`config.mk`:
```
export PLATFORM = sky130hd
export DESIGN_NAME = gpr_ctrl
export DESIGN_NICKNAME = d
export VERILOG_FILES = /design/src/rtl/gpr_pkg.sv /design/src/rtl/gpr_ctrl.sv
export SDC_FILE = /design/constraint.sdc
export NUM_CORES = 1
export LEC_CHECK = 0
export BUFFER_PORTS_ARGS = -buffer_cell sky130_fd_sc_hd__buf_2
export CORE_AREA = 3 3 40 42
export DETAILED_ROUTE_END_ITERATION = 7
export DIE_AREA = 0 0 43 45
export GPL_TIMING_DRIVEN = 1
export SYNTH_ARGS = -nofsm -noshare
export SYNTH_HDL_FRONTEND = slang
export SYNTH_SLANG_ARGS = --single-unit
```
`constraint.sdc`:
```
create_clock -name aclk -period 1.2 [get_ports aclk]
set_input_delay 0.06 -clock aclk [delete_from_list [all_inputs] [get_ports aclk]]
set_output_delay 0.06 -clock aclk [all_outputs]
set_load 0.02 [all_outputs]
```
`src/rtl/gpr_pkg.sv`:
```
// shared types and constants of the glyph to pixel renderer
package gpr_pkg;

    // font store geometry
    localparam int GPR_STORE_DEPTH = 2048;
    localparam int GPR_STORE_AW    = 11;

    // font size limits
    localparam logic [3:0] GPR_MAX_FONT_WIDTH  = 4'd8;
    localparam logic [3:0] GPR_MAX_FONT_HEIGHT = 4'd8;

    // leftmost glyph bit of a font byte
    localparam logic [7:0] GPR_LEFT_BIT = 8'h80;

    // stream widths
    localparam int GPR_S_TDATA_W = 112;
    localparam int GPR_M_TDATA_W = 64;

    // configuration port
    localparam int GPR_CFG_IDX_W  = 3;
    localparam int GPR_CFG_DATA_W = 32;

    localparam logic [GPR_CFG_IDX_W-1:0] GPR_CFG_FRAME_BASE  = 3'd0;
    localparam logic [GPR_CFG_IDX_W-1:0] GPR_CFG_LINE_PITCH  = 3'd1;
    localparam logic [GPR_CFG_IDX_W-1:0] GPR_CFG_BYTES_PIXEL = 3'd2;
    localparam logic [GPR_CFG_IDX_W-1:0] GPR_CFG_FONT_WIDTH  = 3'd3;
    localparam logic [GPR_CFG_IDX_W-1:0] GPR_CFG_FONT_HEIGHT = 3'd4;

    // input item kinds carried on s_tuser
    localparam logic GPR_KIND_LOAD = 1'b0;
    localparam logic GPR_KIND_DRAW = 1'b1;

    // controller to datapath commands
    typedef struct packed {
        logic load_write;   // write the font byte of the current transaction
        logic latch_draw;   // capture the draw transaction
        logic calc_prod;    // cell scaling products
        logic calc_scaled;  // pitch and pixel size products
        logic calc_origin;  // cell origin address, reset pixel counters
        logic fetch_row;    // read one glyph row from the font store
        logic emit_pixel;   // load one pixel into the output register
    } gpr_cmd_t;

    // datapath to controller status
    typedef struct packed {
        logic draw_item;    // offered transaction is a draw
        logic size_zero;    // font width or height is zero
        logic out_free;     // output register can take a pixel
        logic row_end;      // current pixel is the last of its row
        logic cell_end;     // current pixel is the last of the cell
    } gpr_status_t;

    // saturate a font size to its maximum
    function automatic logic [3:0] gpr_clamp_size(input logic [3:0] v,
                                                  input logic [3:0] maxv);
        return (v > maxv) ? maxv : v;
    endfunction

endpackage

```
`src/rtl/gpr_ctrl.sv`:
```
// controller state machine of the glyph to pixel renderer
module gpr_ctrl (
    input  logic                 aclk,
    input  logic                 aresetn,
    input  logic                 s_tvalid,
    output logic                 s_tready,
    input  gpr_pkg::gpr_status_t status,
    output gpr_pkg::gpr_cmd_t    cmd
);
    import gpr_pkg::*;

    localparam logic [2:0] ST_IDLE   = 3'd0;
    localparam logic [2:0] ST_PROD   = 3'd1;
    localparam logic [2:0] ST_SCALE  = 3'd2;
    localparam logic [2:0] ST_ORIGIN = 3'd3;
    localparam logic [2:0] ST_FETCH  = 3'd4;
    localparam logic [2:0] ST_PIXEL  = 3'd5;

    logic [2:0] state_reg;
    logic [2:0] state_next;

    // state register
    always_ff @(posedge aclk) begin
        if (!aresetn) begin
            state_reg <= ST_IDLE;
        end else begin
            state_reg <= state_next;
        end
    end

    // next state and commands
    always_comb begin
        state_next = state_reg;
        cmd        = '0;
        s_tready   = 1'b0;
        unique case (state_reg)
            ST_IDLE: begin
                s_tready = 1'b1;
                if (s_tvalid) begin
                    if (!status.draw_item) begin
                        cmd.load_write = 1'b1;
                    end else if (!status.size_zero) begin
                        cmd.latch_draw = 1'b1;
                        state_next     = ST_PROD;
                    end
                end
            end
            ST_PROD: begin
                cmd.calc_prod = 1'b1;
                state_next    = ST_SCALE;
            end
            ST_SCALE: begin
                cmd.calc_scaled = 1'b1;
                state_next      = ST_ORIGIN;
            end
            ST_ORIGIN: begin
                cmd.calc_origin = 1'b1;
                state_next      = ST_FETCH;
            end
            ST_FETCH: begin
                cmd.fetch_row = 1'b1;
                state_next    = ST_PIXEL;
            end
            ST_PIXEL: begin
                if (status.out_free) begin
                    cmd.emit_pixel = 1'b1;
                    if (status.cell_end) begin
                        state_next = ST_IDLE;
                    end else if (status.row_end) begin
                        state_next = ST_FETCH;
                    end
                end
            end
            default: begin
                state_next = ST_IDLE;
            end
        endcase
    end

endmodule

```
==> flow_summary.toml <==
[floorplanning]
core-area_um2 = 1280
die_height_um = 45
die_x_um = 43
die-area_um2 = 1940
initial_core_util = 0.143
ioPinCount = 16
placementRows = 13

[place]
placement.cell_area_um2 = 303
gp_congestion = 0.626
dp_cells = 56
buffer_ports.inserted = 15
detailed_place_hpwl_um = 459

[logic_synthesis]
ys_warn_count = 0
syn_area_um2 = 184
synthAdderAreaFrac = 0
syn-mean-instance-area_um2 = 7.66
synth_top_area_cells = "sky130_fd_sc_hd__dfxtp_1 (33%), sky130_fd_sc_hd__nor2_1 (10%), sky130_fd_sc_hd__o21a_1 (8.2%)"
synthesis.instances = 24
synth_area_in_xor_xnor = 0
combinational_family_with_the_most_area_after_synthesis = "simple AND/OR/NAND/NOR gates"
ff_latch_count_synth = 3
simple_gate_share_of_the_synthesized_area = 0.415
share_of_the_synthesized_area_in_compound_gates_ao_oa_aoi_oai = 0.218
syn_nets = 32
netlist.top_cell.by_area = "sky130_fd_sc_hd__dfxtp_1"
synth_cell_type_count = 15
synth_largest_type_area_fraction = 0.327
yosys-mux-area-fraction = 0
synth_seq_area_share = 0.327

[worst_hold_path]
hold_crit_path_type = "in -> reg"

[global_route]
grt_util_all_layers = 0.0615
first_global_vias = 208
grt_antenna_before_repair = 0
grt-ovfl-total = 0
wire_length_of_the_first_global_routing_pass_um = 821
maximum_number_of_pins_on_one_net_before_global_route_repair = 8

[power]
cellPowerDensity_nw_per_um2 = 1070
p_sw_uw = 109
fraction_of_power_spent_switching_nets = 0.273
share_seq_of_total_power = 0.278
ir_drop_mv = 0.391
power.static_leakage_uw = 0.000179
combinationalPowerShare = 0.287
p_clk_frac = 0.435
internal_power_uw = 290

[setup_path]
worst-endpoint-arrival_ps = 1260
end_kind = "output port"
cp_max_fo = 2
crit_path_cell_trace = "or3_4 -> buf_4 -> nor2_4 -> buf_6"
kind_of_start_point_of_the_critical_path = "flop"
crit_required_ps = 1140
setup.worst_path.class = "reg -> out"
cpMaxStageDelayCell = "sky130_fd_sc_hd__or3_4"
max_stage_delay_ps = 390

[cells_and_area]
fillers = 142
count_of_nets_after_finishing = 55
multi_input_comb_area_um2 = 141
syn_to_final_growth_pct = 102
final_area_um2 = 372
area.sequential_um2 = 62.6
largest_register_ff_count = 3
final_common_cell = "sky130_fd_sc_hd__buf_2"
post_layout_nonfiller_instances = 61
layout-drive-gt1-share = 0.630
layout.cells.most_common_list = "sky130_fd_sc_hd__buf_2 (11), sky130_fd_sc_hd__buf_4 (5), sky130_fd_sc_hd__nor2_1 (4)"
insertedDiodeCount = 0

[timing]
tightest_slew_ps = 174
maxSlewViolCount = 0
min_period_over_period = 1.10
layout_setup_ws_ps = -123
finalSetupTns_ps = -322
hold_viol = 0
period_needed_ps = 1320
timing.max_slew.rel_slack = 0.884
maxClockFrequency_mhz = 756
grt_setup_unrepaired = "true"
clock-skew-final_ps = 0.592
timing.final.setup_violations = 3
fin_hold_ws_ps = 71.8

[cts]
cts_num_sinks = 3
tritoncts.num_buffers = 3
tritoncts = "done"
clock_latency_ps = 230
cts_htree_levels = 1
postCtsHoldBufs = 0
max-clock-path-buffers = 2
clock_tree.root_cell = "sky130_fd_sc_hd__clkbuf_4"
clk_pin_slew_worst_paths_ps = 40

[job]
maxCapViolCount = 0

[detailed_routing]
wire_length_per_cell_after_detailed_routing_um = 8.80
detail_route.vias_per_cell = 3.93
route.detailed.drc = 0
final_antenna_net_count = 0
first_pass_iters = 4
num_vias = 240
wl_um = 537
drt-initial-drc-count = 4

[status]
violations = "negative setup slack"
run_status = "finished, violations left"
power by group through the flow:
stage | combinational, uW | clock [uW] | sequential, uW
6_report | 115 | 174 | 111
5_1_grt | 123 | 199 | 112
4_1_cts | 97.8 | 186 | 111
3_5_place_dp | 92.2 | 0 | 112
3_3_place_gp | 90.8 | 0 | 112
2_1_floorplan | 53.0 | 0 | 114
layer usage:
| layer | routed length, um | vias to the layer above | track usage |
|---|---|---|---|
| li1 | - | 126 | - |
| met4 | 0 | 0 | 0.0542 |
| met2 | 255 | 13 | 0.0808 |
| met5 | 0 | - | 0 |
| met3 | 60 | 0 | 0.0359 |
| met1 | 221 | 101 | 0.0695 |
critical path, delay by kind of cell, from the launching register on:
kind	cells	cell delay [ps]
flip-flops	1	310
AND/OR/NAND/NOR	2	460
buffers and inverters	2	270
final cells by class:
type	instances	share of cell area
sequential	3	0.168
multi-input combinational	19	0.380
inverter	2	0.0202
clock buffer	4	0.0707
timing repair buffer	18	0.310
tap	15	0.0505
final timing paths:
check / startpoint / endpoint / slack [ps] / depth (start not counted)
hold reg to reg: state_reg[1] / state_reg[0] / 610 / 2
setup / recovery: state_reg[2] / cmd[5] / -120 / 4
hold / removal: aresetn / state_reg[2] / 70 / 2
setup reg to reg: state_reg[0] / state_reg[0] / 290 / 3
per-stage QoR:
stage	power, uW	util	worst slack [ps]
5_1_grt	434	0.289	-188
4_1_cts	394	0.263	-122
3_3_place_gp	202	0.236	94.8
6_report	399	0.289	-123
2_1_floorplan	167	-	37.4
3_5_place_dp	204	0.236	74.0
synthesized netlist by cell type:
| library cell | number |
|---|---|
| sky130_fd_sc_hd__nor2_1 | 5 |
| sky130_fd_sc_hd__dfxtp_1 | 3 |
| sky130_fd_sc_hd__inv_1 | 2 |
| sky130_fd_sc_hd__nand2_1 | 2 |
| sky130_fd_sc_hd__o21a_1 | 2 |
| sky130_fd_sc_hd__a211o_1 | 1 |
| sky130_fd_sc_hd__a21oi_1 | 1 |
| sky130_fd_sc_hd__a31oi_1 | 1 |
| sky130_fd_sc_hd__nand2b_1 | 1 |
| sky130_fd_sc_hd__nand3b_1 | 1 |
| sky130_fd_sc_hd__nor3_1 | 1 |
| sky130_fd_sc_hd__nor3b_1 | 1 |
| sky130_fd_sc_hd__nor3b_2 | 1 |
| sky130_fd_sc_hd__o21ai_0 | 1 |
| sky130_fd_sc_hd__or3_4 | 1 |
repair_timing:
| action | in CTS | in global routing |
|---|---|---|
| gates resized for setup | 4 | 7 |
| endpoints found under the setup margin | 3 | 5 |
| buffers inserted | 0 | 1 |
| hold endpoints to repair | 0 | 0 |
| pin swaps | 3 | 1 |
kinds of logic after synthesis:
group | count (synthesis)
flops | 3
compound gates | 6
simple gates | 13
buf+inv | 2
Note: power is estimated with default switching activity, not from simulation.
